`config.mk`:
```
export PLATFORM = sky130hd
export DESIGN_NAME = binary_log_deframer_crc32_unit
export DESIGN_NICKNAME = d
export VERILOG_FILES = /design/src/bldc_pkg.sv /design/src/bldc_crc32.sv /design/src/bldc_core.sv /design/src/binary_log_deframer_crc32_unit.sv
export SDC_FILE = /design/constraint.sdc
export NUM_CORES = 1
export LEC_CHECK = 0
export BUFFER_PORTS_ARGS = -buffer_cell sky130_fd_sc_hd__buf_2
export CAP_MARGIN = 0
export CORE_ASPECT_RATIO = 1.5
export CORE_MARGIN = 3
export CORE_UTILIZATION = 50
export CTS_CLUSTER_SIZE = 14
export DETAILED_ROUTE_END_ITERATION = 6
export GPL_TIMING_DRIVEN = 0
export HOLD_SLACK_MARGIN = 0.03
export PLACE_DENSITY_LB_ADDON = 0.05
export SYNTH_ARGS = -nofsm -noshare
export SYNTH_HDL_FRONTEND = slang
export SYNTH_SLANG_ARGS = --single-unit
```
`constraint.sdc`:
```
create_clock -name clk -period 19.52 [get_ports clk]
set_input_delay 2.928 -clock clk [delete_from_list [all_inputs] [get_ports clk]]
set_output_delay 2.928 -clock clk [all_outputs]
set_load 0.05 [all_outputs]
```
`src/bldc_pkg.sv`:
```
`timescale 1ns / 1ps
`default_nettype none

package bldc_pkg;

    localparam logic [7:0]  SYNC0     = 8'hAA;
    localparam logic [7:0]  SYNC1     = 8'h44;
    localparam logic [7:0]  SYNC2     = 8'h12;
    localparam logic [31:0] CRC_POLY  = 32'hEDB88320;
    localparam logic [16:0] CRC_BYTES = 17'd4;

    localparam logic [16:0] POS_HDR_LEN = 17'd3;
    localparam logic [16:0] POS_ID_LO   = 17'd4;
    localparam logic [16:0] POS_ID_HI   = 17'd5;
    localparam logic [16:0] POS_BODY_LO = 17'd8;
    localparam logic [16:0] POS_BODY_HI = 17'd9;
    localparam logic [16:0] MIN_TOTAL   = 17'd10;

    typedef enum logic [1:0] {
        ST_HUNT0,
        ST_HUNT1,
        ST_HUNT2,
        ST_FRAME
    } bldc_state_t;

    typedef struct packed {
        logic        valid;
        logic [7:0]  data;
        logic [16:0] idx;
        logic        first;
        logic        last;
        logic        ok;
        logic [15:0] id;
    } bldc_entry_t;

endpackage

`default_nettype wire

```
`src/bldc_crc32.sv`:
```
`timescale 1ns / 1ps
`default_nettype none

module bldc_crc32 (
    input  wire logic [31:0] crc_in,
    input  wire logic [7:0]  data_in,
    output logic [31:0]      crc_out
);
    import bldc_pkg::*;

    always_comb
    begin
        logic [31:0] c;
        c = crc_in ^ {24'd0, data_in};
        for (int k = 0; k < 8; k++)
        begin
            if (c[0])
            begin
                c = (c >> 1) ^ CRC_POLY;
            end
            else
            begin
                c = c >> 1;
            end
        end
        crc_out = c;
    end

endmodule

`default_nettype wire

```
`src/bldc_core.sv`:
```
`timescale 1ns / 1ps
`default_nettype none

module bldc_core (
    input  wire logic              clk,
    input  wire logic              rst_n,
    input  wire logic              step,
    input  wire logic [7:0]        data_byte,
    output bldc_pkg::bldc_entry_t  leaving
);
    import bldc_pkg::*;

    bldc_state_t state_reg, state_next;
    logic [16:0] pos_reg, pos_next;
    logic [7:0]  hdr_reg, hdr_next;
    logic [15:0] body_reg, body_next;
    logic [15:0] type_reg, type_next;
    logic [31:0] run_reg, run_next;
    logic [31:0] rx_reg, rx_next;
    bldc_entry_t pipe0_reg, pipe0_next;
    bldc_entry_t pipe1_reg, pipe1_next;

    logic [31:0] crc_folded;
    logic        sync_hit;
    logic        in_frame;
    logic        frame_end;
    logic        frame_ok;
    logic [16:0] total;
    logic [7:0]  hdr_f;
    logic [15:0] body_f;
    logic [15:0] type_f;
    logic [31:0] run_f;
    logic [31:0] rx_f;
    bldc_entry_t cur;
    bldc_entry_t sync0_entry;
    bldc_entry_t sync1_entry;

    bldc_crc32 u_crc (
        .crc_in  (run_reg),
        .data_in (rx_reg[7:0]),
        .crc_out (crc_folded)
    );

    assign in_frame = (state_reg == ST_FRAME);
    assign sync_hit = (state_reg == ST_HUNT2) && (data_byte == SYNC2);

    // frame-byte datapath
    always_comb
    begin
        run_f  = (pos_reg >= CRC_BYTES) ? crc_folded : run_reg;
        rx_f   = {data_byte, rx_reg[31:8]};
        hdr_f  = (pos_reg == POS_HDR_LEN) ? data_byte : hdr_reg;
        type_f = type_reg;
        body_f = body_reg;
        case (pos_reg)
            POS_ID_LO:   type_f = {8'd0, data_byte};
            POS_ID_HI:   type_f = {data_byte, type_reg[7:0]};
            POS_BODY_LO: body_f = {8'd0, data_byte};
            POS_BODY_HI: body_f = {data_byte, body_reg[7:0]};
            default:     ;
        endcase
        total     = {9'd0, hdr_f} + {1'b0, body_f} + CRC_BYTES;
        frame_end = in_frame && (pos_reg >= POS_BODY_HI) &&
                    ((total < MIN_TOTAL) || (pos_reg >= total - 17'd1));
        frame_ok  = (total >= MIN_TOTAL) && (run_f == rx_f);
    end

    // next state
    always_comb
    begin
        state_next = state_reg;
        case (state_reg)
            ST_HUNT1:
            begin
                if (data_byte == SYNC1)
                    state_next = ST_HUNT2;
                else if (data_byte == SYNC0)
                    state_next = ST_HUNT1;
                else
                    state_next = ST_HUNT0;
            end
            ST_HUNT2:
            begin
                if (data_byte == SYNC2)
                    state_next = ST_FRAME;
                else if (data_byte == SYNC0)
                    state_next = ST_HUNT1;
                else
                    state_next = ST_HUNT0;
            end
            ST_FRAME:
            begin
                state_next = frame_end ? ST_HUNT0 : ST_FRAME;
            end
            default:
            begin
                state_next = (data_byte == SYNC0) ? ST_HUNT1 : ST_HUNT0;
            end
        endcase
    end

    // outputs and registers
    always_comb
    begin
        sync0_entry       = '0;
        sync0_entry.valid = 1'b1;
        sync0_entry.data  = SYNC0;
        sync0_entry.first = 1'b1;
        sync1_entry       = '0;
        sync1_entry.valid = 1'b1;
        sync1_entry.data  = SYNC1;
        sync1_entry.idx   = 17'd1;

        cur       = '0;
        cur.valid = in_frame || sync_hit;
        cur.data  = data_byte;
        cur.idx   = sync_hit ? 17'd2 : pos_reg;
        cur.last  = frame_end;
        cur.ok    = frame_end && frame_ok;
        cur.id    = frame_end ? type_f : 16'd0;

        pos_next  = pos_reg;
        hdr_next  = hdr_reg;
        body_next = body_reg;
        type_next = type_reg;
        run_next  = run_reg;
        rx_next   = rx_reg;
        if (sync_hit)
        begin
            pos_next  = POS_HDR_LEN;
            hdr_next  = '0;
            body_next = '0;
            type_next = '0;
            run_next  = '0;
            rx_next   = {SYNC2, SYNC1, SYNC0, 8'd0};
        end
        else if (in_frame)
        begin
            pos_next  = frame_end ? 17'd0 : pos_reg + 17'd1;
            hdr_next  = hdr_f;
            body_next = body_f;
            type_next = type_f;
            run_next  = run_f;
            rx_next   = rx_f;
        end

        if (sync_hit)
        begin
            leaving    = sync0_entry;
            pipe0_next = sync1_entry;
        end
        else
        begin
            leaving    = pipe0_reg;
            pipe0_next = pipe1_reg;
        end
        pipe1_next = cur;
    end

    always_ff @(posedge clk or negedge rst_n)
    begin
        if (!rst_n)
        begin
            state_reg <= ST_HUNT0;
            pos_reg   <= '0;
            hdr_reg   <= '0;
            body_reg  <= '0;
            type_reg  <= '0;
            run_reg   <= '0;
            rx_reg    <= '0;
            pipe0_reg <= '0;
            pipe1_reg <= '0;
        end
        else if (step)
        begin
            state_reg <= state_next;
            pos_reg   <= pos_next;
            hdr_reg   <= hdr_next;
            body_reg  <= body_next;
            type_reg  <= type_next;
            run_reg   <= run_next;
            rx_reg    <= rx_next;
            pipe0_reg <= pipe0_next;
            pipe1_reg <= pipe1_next;
        end
    end

endmodule

`default_nettype wire

```
`src/binary_log_deframer_crc32_unit.sv`:
```
`timescale 1ns / 1ps
`default_nettype none

// Channel   Handshake            Payload
// input     in_valid/in_ready    data_byte
// output    out_valid/out_ready  frame_byte, byte_index, frame_first, frame_last,
//                                crc_ok, message_id
//
// One byte per cycle while in_ready is high; CRC fold and compare are combinational, ahead of the delay line.
// Each frame byte leaves two input words after it enters (two-entry delay line);
// the first sync byte leaves with the word that completes the sync.
// Reset clears the hunt state, the delay line and the output register.
// in_ready drops only while the output register holds a word not taken.

module binary_log_deframer_crc32_unit (
    input  wire logic        clk,
    input  wire logic        rst_n,
    input  wire logic        in_valid,
    output logic             in_ready,
    input  wire logic [7:0]  data_byte,
    output logic             out_valid,
    input  wire logic        out_ready,
    output logic [7:0]       frame_byte,
    output logic [16:0]      byte_index,
    output logic             frame_first,
    output logic             frame_last,
    output logic             crc_ok,
    output logic [15:0]      message_id
);
    import bldc_pkg::*;

    logic        step;
    bldc_entry_t leaving;
    logic        out_valid_reg, out_valid_next;
    bldc_entry_t out_reg;

    assign in_ready = !out_valid_reg || out_ready;
    assign step     = in_valid && in_ready;

    bldc_core u_core (
        .clk       (clk),
        .rst_n     (rst_n),
        .step      (step),
        .data_byte (data_byte),
        .leaving   (leaving)
    );

    always_comb
    begin
        out_valid_next = out_valid_reg;
        if (step)
            out_valid_next = leaving.valid;
        else if (out_ready)
            out_valid_next = 1'b0;
    end

    always_ff @(posedge clk or negedge rst_n)
    begin
        if (!rst_n)
        begin
            out_valid_reg <= 1'b0;
        end
        else
        begin
            out_valid_reg <= out_valid_next;
        end
    end

    // hold payload until a new word replaces it
    always_ff @(posedge clk or negedge rst_n)
    begin
        if (!rst_n)
        begin
            out_reg <= '0;
        end
        else if (step && leaving.valid)
        begin
            out_reg <= leaving;
        end
    end

    assign out_valid   = out_valid_reg;
    assign frame_byte  = out_reg.data;
    assign byte_index  = out_reg.idx;
    assign frame_first = out_reg.first;
    assign frame_last  = out_reg.last;
    assign crc_ok      = out_reg.ok;
    assign message_id  = out_reg.id;

endmodule

`default_nettype wire
```
==> out/results.ini, run 1 <==
[global_route]
antenna_found_initial = 0
grt_max_degree = 115
grt_pass1_wl_microns = 62200
grt_overflow = 0
first_global_vias = 11000
grt_usage_pct = 26.8

[floorplanning]
die_x_microns = 141
io_pins = 58
row_count = 73
die_y_microns = 208
core-area_sq_um = 26700
start_util_pct = 51.2
die-area_sq_um = 29300

[synth]
ys.flop_type = dfrtp_1
netlist_top_cells_area = dfrtp_1 (47%), nand2_1 (7.2%), a22o_1 (6.9%), xnor2_1 (5.5%), o21ai_0 (4.2%)
yosys-top-cells-count = nand2_1 (261), dfrtp_1 (256), o21ai_0 (114)
syn_nets = 1411
post_synth.cell_area_avg_sq_um = 10.0
synthCells = 1360
ys_ff_latch = 256
synth_edf_count = 0
ys_async_sr_fraction_pct = 100
post-synth-top-count-cell = nand2_1
yosys_warnings = 0
synth_seq_area_share_pct = 47.0
yosysUniqueCellTypes = 86
synth_area_leader_cell = dfrtp_1
syn_area_sq_um = 13600
synth_top_area_share_pct = 47.0

[placement]
dpl.hpwl_microns = 28300
placed_area_sq_um = 14400
gp_congestion = 0.935
io_buffers = 56
pre_cts_slack_ns = 9.76

[cts]
cts_setup_buffers = 0
clk_pin_slew_worst_paths_ns = 0.06
h-tree-depth = 1
cts_max_path_buffers = 3
cts_tree = done
cts_made_buffers = 26
cts_resized = 0
cts.sinks = 256
cts_root_buffer = clkbuf_16
clock_latency_ns = 0.56
holdBufCountCts = 0

[power]
vdd_drop_max_v = 0.0000738
p_leak_nw = 7.00
p_per_area_nw_per_um2 = 71.9
power_mw = 1.10

[worst_setup_path]
cp.arrival_ns = 9.66
r2r_start = u_core.pos_reg[8]$_DFFE_PN0P_
required_ns = 19.96
startpoint_type = input pin
critPathMaxFanout = 10
path_class = input pin to register
startpoint = data_byte[5]
end_kind = register

[layout]
antenna_cells = 0
stdcell_area_sq_um = 15200
fillers = 2404
fin_util_pct = 57.1
drive_gt1_share_pct = 10.0
syn2layout_area_growth_pct = 11.6
nNetsFinal = 1497

[sta]
layout_setup_ws_ns = 10.30
setup_viol = 0
max_freq_mhz = 108
min_period_ns = 9.22
max_slew_margin_pct = 26.0
drv_slew = 0
rsz0062_at_grt = false
totalNegativeSetupSlack_ns = 0
min_period_over_period_pct = 47.2
worstMarginPinSlew_ns = 1.10
hold_viol_final = 0
skew_ns = 0.0247

[routing]
firstDrtPassIters = 6
drcViolationCount = 0
ant_nets = 0
vias = 10800
vias_per_cell = 5.97
wl_per_cell_microns = 21.6
drtIter0Drc = 694
wl_microns = 38900

[hold_path]
hp-class = register to register
hold_start = u_core.pipe1_reg[38]$_DFFE_PN0P_

[job]
max_cap_violations = 0

[status]
status = finished clean

-- stage by stage --
step / hold slack [ns] / cells
floorplan: 0.439 / 1360
global placement: 0.454 / 1753
detailed placement: 0.460 / 1755
CTS: 0.475 / 1801
global route: 0.490 / 1801
finish: 0.474 / 1801
-- layout by cell type, fill, tap and decap left out, drive strengths merged, types with 26 or more instances in the layout --
cell	Yosys	routed
buf	10	68
a22o	108	108
nor2	30	30
clkbuf	73	112
ha	38	38
o21ai	121	121
dfrtp	256	256
nand3	27	27
xor2	35	35
nand2	262	262
inv	25	26
xnor2	87	87
-- worst max-delay path, cell delays in order --
cell	delay [ns]
buf_2	0.18
clkbuf_1	0.72
mux2_2	0.32
ha_1	0.25
ha_1	0.39
a21oi_1	0.28
o21ai_0	0.21
a221oi_1	0.72
a31o_1	0.24
a41o_2	0.29
nor2b_1	0.31
mux2i_1	0.26
xnor2_1	0.15
ha_1	0.26
a2111oi_0	0.40
o21ai_0	0.18
o211ai_1	0.81
clkbuf_1	0.47
nand3_1	0.17
o311ai_2	0.11
-- worst paths after layout --
| path | endpoint | slack [ns] | depth (start not counted) |
|---|---|---|---|
| worst max-delay path | u_core.pos_reg[13]$_DFFE_PN0P_ | 10.30 | 20 |
| worst min-delay path | u_core.pipe1_reg[38]$_DFFE_PN0P_ | 0.47 | 2 |
| worst max register to register | u_core.pos_reg[13]$_DFFE_PN0P_ | 10.48 | 25 |
| worst min register to register | u_core.pipe1_reg[38]$_DFFE_PN0P_ | 0.47 | 2 |
| max in group asynchronous | u_core.pipe0_reg[7]$_DFFE_PN0P_ | 15.90 | 3 |
| min in group asynchronous | frame_byte[4]$_DFFE_PN0P_ | 2.24 | 1 |
-- logic make-up after synthesis --
family / after synthesis / synth area share, %
adder cells (fa/ha/maj): 39 / 3.63
flip-flops: 256 / 47.0
XOR/XNOR: 133 / 9.90
AO/OA/AOI/OAI: 383 / 20.5
buffers and inverters: 108 / 3.20
AND/OR/NAND/NOR: 428 / 14.8
multiplexers: 13 / 1.02
-- per-layer routing --
metal / vias up / track usage, % / routed length (microns)
li1: 5075 / - / -
met5: - / 0 / 0
met2: 336 / 47.9 / 19900
met1: 5246 / 32.7 / 15400
met4: 0 / 10.6 / 1650
met3: 96 / 2.99 / 1950
-- report_power, final --
| part | total (mW) | switching (mW) | internal (mW) |
|---|---|---|---|
| registers | 0.553 | 0.0100 | 0.543 |
| logic | 0.0600 | 0.0413 | 0.0187 |
| clock network | 0.482 | 0.213 | 0.269 |
-- final cells by class --
type	count	area (sq um)	share of cell area, %
Sequential cell	256	6410	42.1
Tap cell	337	422	2.77
Clock inverter	7	52.6	0.345
Multi-Input combinational cell	996	6800	44.7
Buffer	83	343	2.25
Timing Repair Buffer	58	345	2.27
Inverter	25	93.8	0.616
Clock buffer	39	759	4.99
Power figures use the tool's default switching activity.
==> inputs of run 2 (changes only) <==
--- a/config.mk
+++ b/config.mk
@@ -5,6 +5,7 @@
 export SDC_FILE = /design/constraint.sdc
 export NUM_CORES = 1
 export LEC_CHECK = 0
+export ABC_AREA = 1
 export BUFFER_PORTS_ARGS = -buffer_cell sky130_fd_sc_hd__buf_2
 export CAP_MARGIN = 0
 export CORE_ASPECT_RATIO = 1.5
==> constraint.sdc (replaced) <==
create_clock -name clk -period 8.9 [get_ports clk]
set_input_delay 1.335 -clock clk [delete_from_list [all_inputs] [get_ports clk]]
set_output_delay 1.335 -clock clk [all_outputs]
set_load 0.05 [all_outputs]
==> out/results.ini, run 2 <==
[worst_setup_path]
cpMaxStageDelayCell = clkbuf_1
max_stage_delay_ns = 0.56
crit_top_cell = nand2_1
required_ns = 9.30
startpoint_type = register
cp.arrival_ns = 7.95
path_class = register to register
critPathMaxFanout = 10
end_kind = register

[sta]
skew_ns = 0.0209
layout_setup_ws_ns = 1.36
totalNegativeSetupSlack_ns = 0
min_period_over_period_pct = 84.8
max_freq_mhz = 133
drv_slew = 0
max_slew_margin_pct = 22.8
setup_viol = 0
worstMarginPinSlew_ns = 1.15
rsz0062_at_grt = false
hold_viol_final = 0
hold_slack_ns = 0.476
min_period_ns = 7.54

[floorplanning]
io_pins = 58
core-area_sq_um = 27300
row_count = 74
die-area_sq_um = 29800
die_x_microns = 142
start_util_pct = 50.7
die_y_microns = 210

[layout]
mostFrequentLayoutCell = nand2_1
fillers = 2562
antenna_cells = 0
nNetsFinal = 1895
stdcell_area_sq_um = 15500
fin_util_pct = 56.7
syn2layout_area_growth_pct = 11.8
drive_gt1_share_pct = 8.48
final_cell_mix = nand2_1 (448), inv_1 (267), dfrtp_1 (256)

[global_route]
antenna_found_initial = 0
grt_max_degree = 89
grt_overflow = 0
first_global_vias = 12000
grt_usage_pct = 27.9
grt_pass1_wl_microns = 64800

[power]
swShare_pct = 50.2
p_per_area_nw_per_um2 = 468
p_leak_nw = 7.89
seqPwrFrac_pct = 24.6
p_sw_mw = 3.64
p_clk_share_pct = 15.3
p_comb_share_pct = 60.2
intPower_mw = 3.61
vdd_drop_max_v = 0.000304

[synth]
synth_area_leader_cell = dfrtp_1
yosys_warnings = 0
netlist_top_cells_area = dfrtp_1 (46%), nand2_1 (12%), inv_1 (7.2%), o22ai_1 (5.9%), o21ai_0 (5.2%)
synthCells = 1758
ys_async_sr_fraction_pct = 100
yosys-top-cells-count = nand2_1 (448), inv_1 (267), dfrtp_1 (256)
post-synth-top-count-cell = nand2_1
synth_edf_count = 0
post_synth.cell_area_avg_sq_um = 7.88
ys.flop_type = dfrtp_1
synth_top_area_share_pct = 46.2
synth_seq_area_share_pct = 46.2
syn_area_sq_um = 13900
yosysUniqueCellTypes = 51
ys_ff_latch = 256
syn_nets = 1809

[cts]
clock_latency_ns = 0.55
cts_made_buffers = 26
cts_max_path_buffers = 3
clk_pin_slew_worst_paths_ns = 0.07
cts_tree = done
h-tree-depth = 1
cts_root_buffer = clkbuf_16
cts.sinks = 256
cts_setup_buffers = 0
cts_resized = 0
holdBufCountCts = 0

[routing]
firstDrtPassIters = 5
ant_nets = 0
wl_microns = 41700
vias = 12200
drcViolationCount = 0
wl_per_cell_microns = 18.9
vias_per_cell = 5.51
drtIter0Drc = 723

[placement]
gp_congestion = 1.02
pre_cts_slack_ns = 1.35
io_buffers = 56
placed_area_sq_um = 14600
dpl.hpwl_microns = 31600

[job]
max_cap_violations = 0

[status]
status = finished clean

[hold_path]
hp-class = register to register

run 2: power groups by stage:
| stage | sequential [mW] | combinational, mW | clock, mW |
|---|---|---|---|
| finish | 1.78 | 4.36 | 1.11 |
| global route | 1.82 | 4.88 | 1.17 |
| CTS | 1.78 | 4.33 | 1.13 |
| detailed placement | 1.79 | 4.31 | 0 |
| global placement | 1.79 | 4.24 | 0 |
| floorplan | 1.91 | 3.05 | 0 |
run 2: final timing paths:
path	startpoint	endpoint	slack, ns	cells past startpoint
worst max-delay path	u_core.pos_reg[16]$_DFFE_PN0P_	u_core.pos_reg[6]$_DFFE_PN0P_	1.36	36
worst min-delay path	byte_index[5]$_DFFE_PN0P_	byte_index[5]$_DFFE_PN0P_	0.48	2
worst max register to register	u_core.pos_reg[16]$_DFFE_PN0P_	u_core.pos_reg[6]$_DFFE_PN0P_	1.36	36
worst min register to register	byte_index[5]$_DFFE_PN0P_	byte_index[5]$_DFFE_PN0P_	0.48	2
max in group asynchronous	rst_n	u_core.body_reg[14]$_DFFE_PN0P_	7.21	2
min in group asynchronous	rst_n	message_id[4]$_DFFE_PN0P_	0.75	1
run 2: cell type report:
type | instances | area [sq um] | area share, %
well taps | 342 | 428 | 2.76
multi-input cells | 1161 | 6140 | 39.6
clock buffers | 36 | 718 | 4.64
repair buffers | 58 | 345 | 2.23
clock inverters | 12 | 141 | 0.913
flip-flops and latches | 256 | 6410 | 41.3
plain buffers | 62 | 268 | 1.73
inverters | 279 | 1050 | 6.77
run 2: routing by layer:
layer  wire length (microns)  global-route usage, %  vias up
met5                       0                      0        -
met4                    3140                   18.1        0
met3                    1820                   2.76      140
met2                   21200                   51.1      367
met1                   15500                   30.3     5740
li1                        -                      -     5909
run 2: logic make-up (layout without fill, tap and decap cells):
| group | after synthesis | after routing | synth area share, % |
|---|---|---|---|
| simple gates | 716 | 716 | 22.0 |
| compound gates | 349 | 349 | 15.0 |
| fa+ha+maj | 39 | 39 | 3.57 |
| buf+inv | 341 | 447 | 9.50 |
| flops | 256 | 256 | 46.2 |
| xor+xnor | 57 | 57 | 3.66 |
run 2: worst max-delay path: cells and delay by family, from the launching register on:
kind,cells,cell delay (ns)
buffers and inverters,7,1.52
and+or+nand+nor,17,2.97
DFF,1,0.47
xor gates and xnor gates,1,0.18
AOI/OAI and AO/OA,7,1.02
adders and majority gates,4,1.23
run 2: metrics by stage:
stage,std cells,power [mW]
2_1_floorplan,1758,4.96
3_3_place_gp,2156,6.02
3_5_place_dp,2158,6.10
4_1_cts,2206,7.24
5_1_grt,2206,7.88
6_report,2206,7.25
==> inputs of run 3 (changes only) <==
==> constraint.sdc (replaced) <==
create_clock -name clk -period 7.2 [get_ports clk]
set_input_delay 1.08 -clock clk [delete_from_list [all_inputs] [get_ports clk]]
set_output_delay 1.08 -clock clk [all_outputs]
set_load 0.05 [all_outputs]
==> out/results.ini, run 3 (same netlist as run 2, synthesis figures left out) <==
[status]
status = finished clean

[layout]
antenna_cells = 0
seq_area_sq_um = 6410
final_cells = 2206
mostFrequentLayoutCell = nand2_1
multi_input_area_sq_um = 6170
fillers = 2564
fin_util_pct = 56.9
drive_gt1_share_pct = 9.01
final_cell_mix = nand2_1 (447), inv_1 (265), dfrtp_1 (256)
syn2layout_area_growth_pct = 12.1
nNetsFinal = 1895

[cts]
cts.sinks = 256
holdBufCountCts = 0
h-tree-depth = 1
cts_max_path_buffers = 3
clock_latency_ns = 0.55
cts_tree = done
cts_made_buffers = 26
cts_root_buffer = clkbuf_16
clk_pin_slew_worst_paths_ns = 0.07

[job]
max_cap_violations = 0

[worst_setup_path]
required_ns = 7.60
end_kind = register
max_stage_delay_ns = 0.47
path_class = register to register
startpoint_type = register
cpMaxStageDelayCell = dfrtp_1
crit_top_cell = nand2_1
cp.arrival_ns = 6.89
critPathMaxFanout = 10

[routing]
firstDrtPassIters = 5
drcViolationCount = 0
drtIter0Drc = 712
wl_per_cell_microns = 18.9
vias = 12100
vias_per_cell = 5.50
wl_microns = 41600
ant_nets = 0

[sta]
hold_slack_ns = 0.475
hold_viol_final = 0
min_period_over_period_pct = 90.1
worstMarginPinSlew_ns = 1.14
drv_slew = 0
setup_viol = 0
min_period_ns = 6.49
rsz0062_at_grt = false
layout_setup_ws_ns = 0.714
skew_ns = 0.0163
max_freq_mhz = 154
max_slew_margin_pct = 23.9

[global_route]
grt_max_degree = 89
first_global_vias = 12000
grt_usage_pct = 27.9
antenna_found_initial = 0
grt_pass1_wl_microns = 64800
grt_overflow = 0

[placement]
dpl.cell_count = 2158
io_buffers = 56
dpl.hpwl_microns = 31600
gp_congestion = 1.02
pre_cts_slack_ns = -0.347

[hold_path]
hp-class = register to register

[floorplanning]
core-area_sq_um = 27300
start_util_pct = 50.7
io_pins = 58
die_x_microns = 142
die-area_sq_um = 29800
row_count = 74
die_y_microns = 210

run 3: cell types whose count changed in the layout (fill, tap and decap cells not counted), moves of 2 or more:
cell      before  now
nor3_2         0    2
buf_4          0    2
inv_1        267  265
clkbuf_1      61   58
nor3_1        10    8
run 3: final cells by class:
class	count	area share [%]
tap	342	2.75
timing repair buffer	60	2.32
sequential	256	41.2
buffer	60	1.68
multi-input combinational	1161	39.7
inverter	279	6.77
clock buffer	36	4.62
clock inverter	12	0.910
run 3: layer usage:
| layer | wire length [microns] | part of all wire (%) | vias up | track usage, % |
|---|---|---|---|---|
| met5 | 0 | 0 | - | 0 |
| met3 | 1750 | 4.2 | 142 | 2.74 |
| met4 | 3240 | 7.8 | 0 | 18.3 |
| met2 | 21200 | 51 | 358 | 51.0 |
| li1 | - | - | 5909 | - |
| met1 | 15400 | 37 | 5735 | 30.3 |
run 3: per-stage QoR:
step | area [sq um] | setup TNS, ns
finish | 15500 | 0
global route | 15500 | 0
global placement | 14600 | -9.28
detailed placement | 14600 | -9.14
CTS | 15500 | 0
floorplan | 13900 | 0
run 3: path summary, 6_finish.rpt:
check	start	to	slack, ns	cells after the start
worst max-delay path	u_core.pos_reg[16]$_DFFE_PN0P_	u_core.pos_reg[6]$_DFFE_PN0P_	0.71	36
worst min-delay path	byte_index[5]$_DFFE_PN0P_	byte_index[5]$_DFFE_PN0P_	0.47	2
worst max register to register	u_core.pos_reg[16]$_DFFE_PN0P_	u_core.pos_reg[6]$_DFFE_PN0P_	0.71	36
worst min register to register	byte_index[5]$_DFFE_PN0P_	byte_index[5]$_DFFE_PN0P_	0.47	2
max in group asynchronous	rst_n	u_core.body_reg[14]$_DFFE_PN0P_	5.77	2
min in group asynchronous	rst_n	message_id[4]$_DFFE_PN0P_	0.52	1
run 3: timing repair:
item,in CTS,in global routing
gates cloned,0,0
setup buffers,0,2
resized for setup,1,10
endpoints found under the setup margin,36,37
run 3: worst max-delay path: cells and delay by family, from the launching register on:
| family | cells | cell delay, ns |
|---|---|---|
| fa+ha+maj | 4 | 1.20 |
| flops | 1 | 0.47 |
| simple gates | 18 | 2.51 |
| compound gates | 6 | 0.92 |
| xor+xnor | 2 | 0.34 |
| buf+inv | 6 | 0.88 |
Power of run 3 is left out: the tool's default activity adds up to more than one toggle a clock period on the data nets, which glitch-free logic cannot reach.
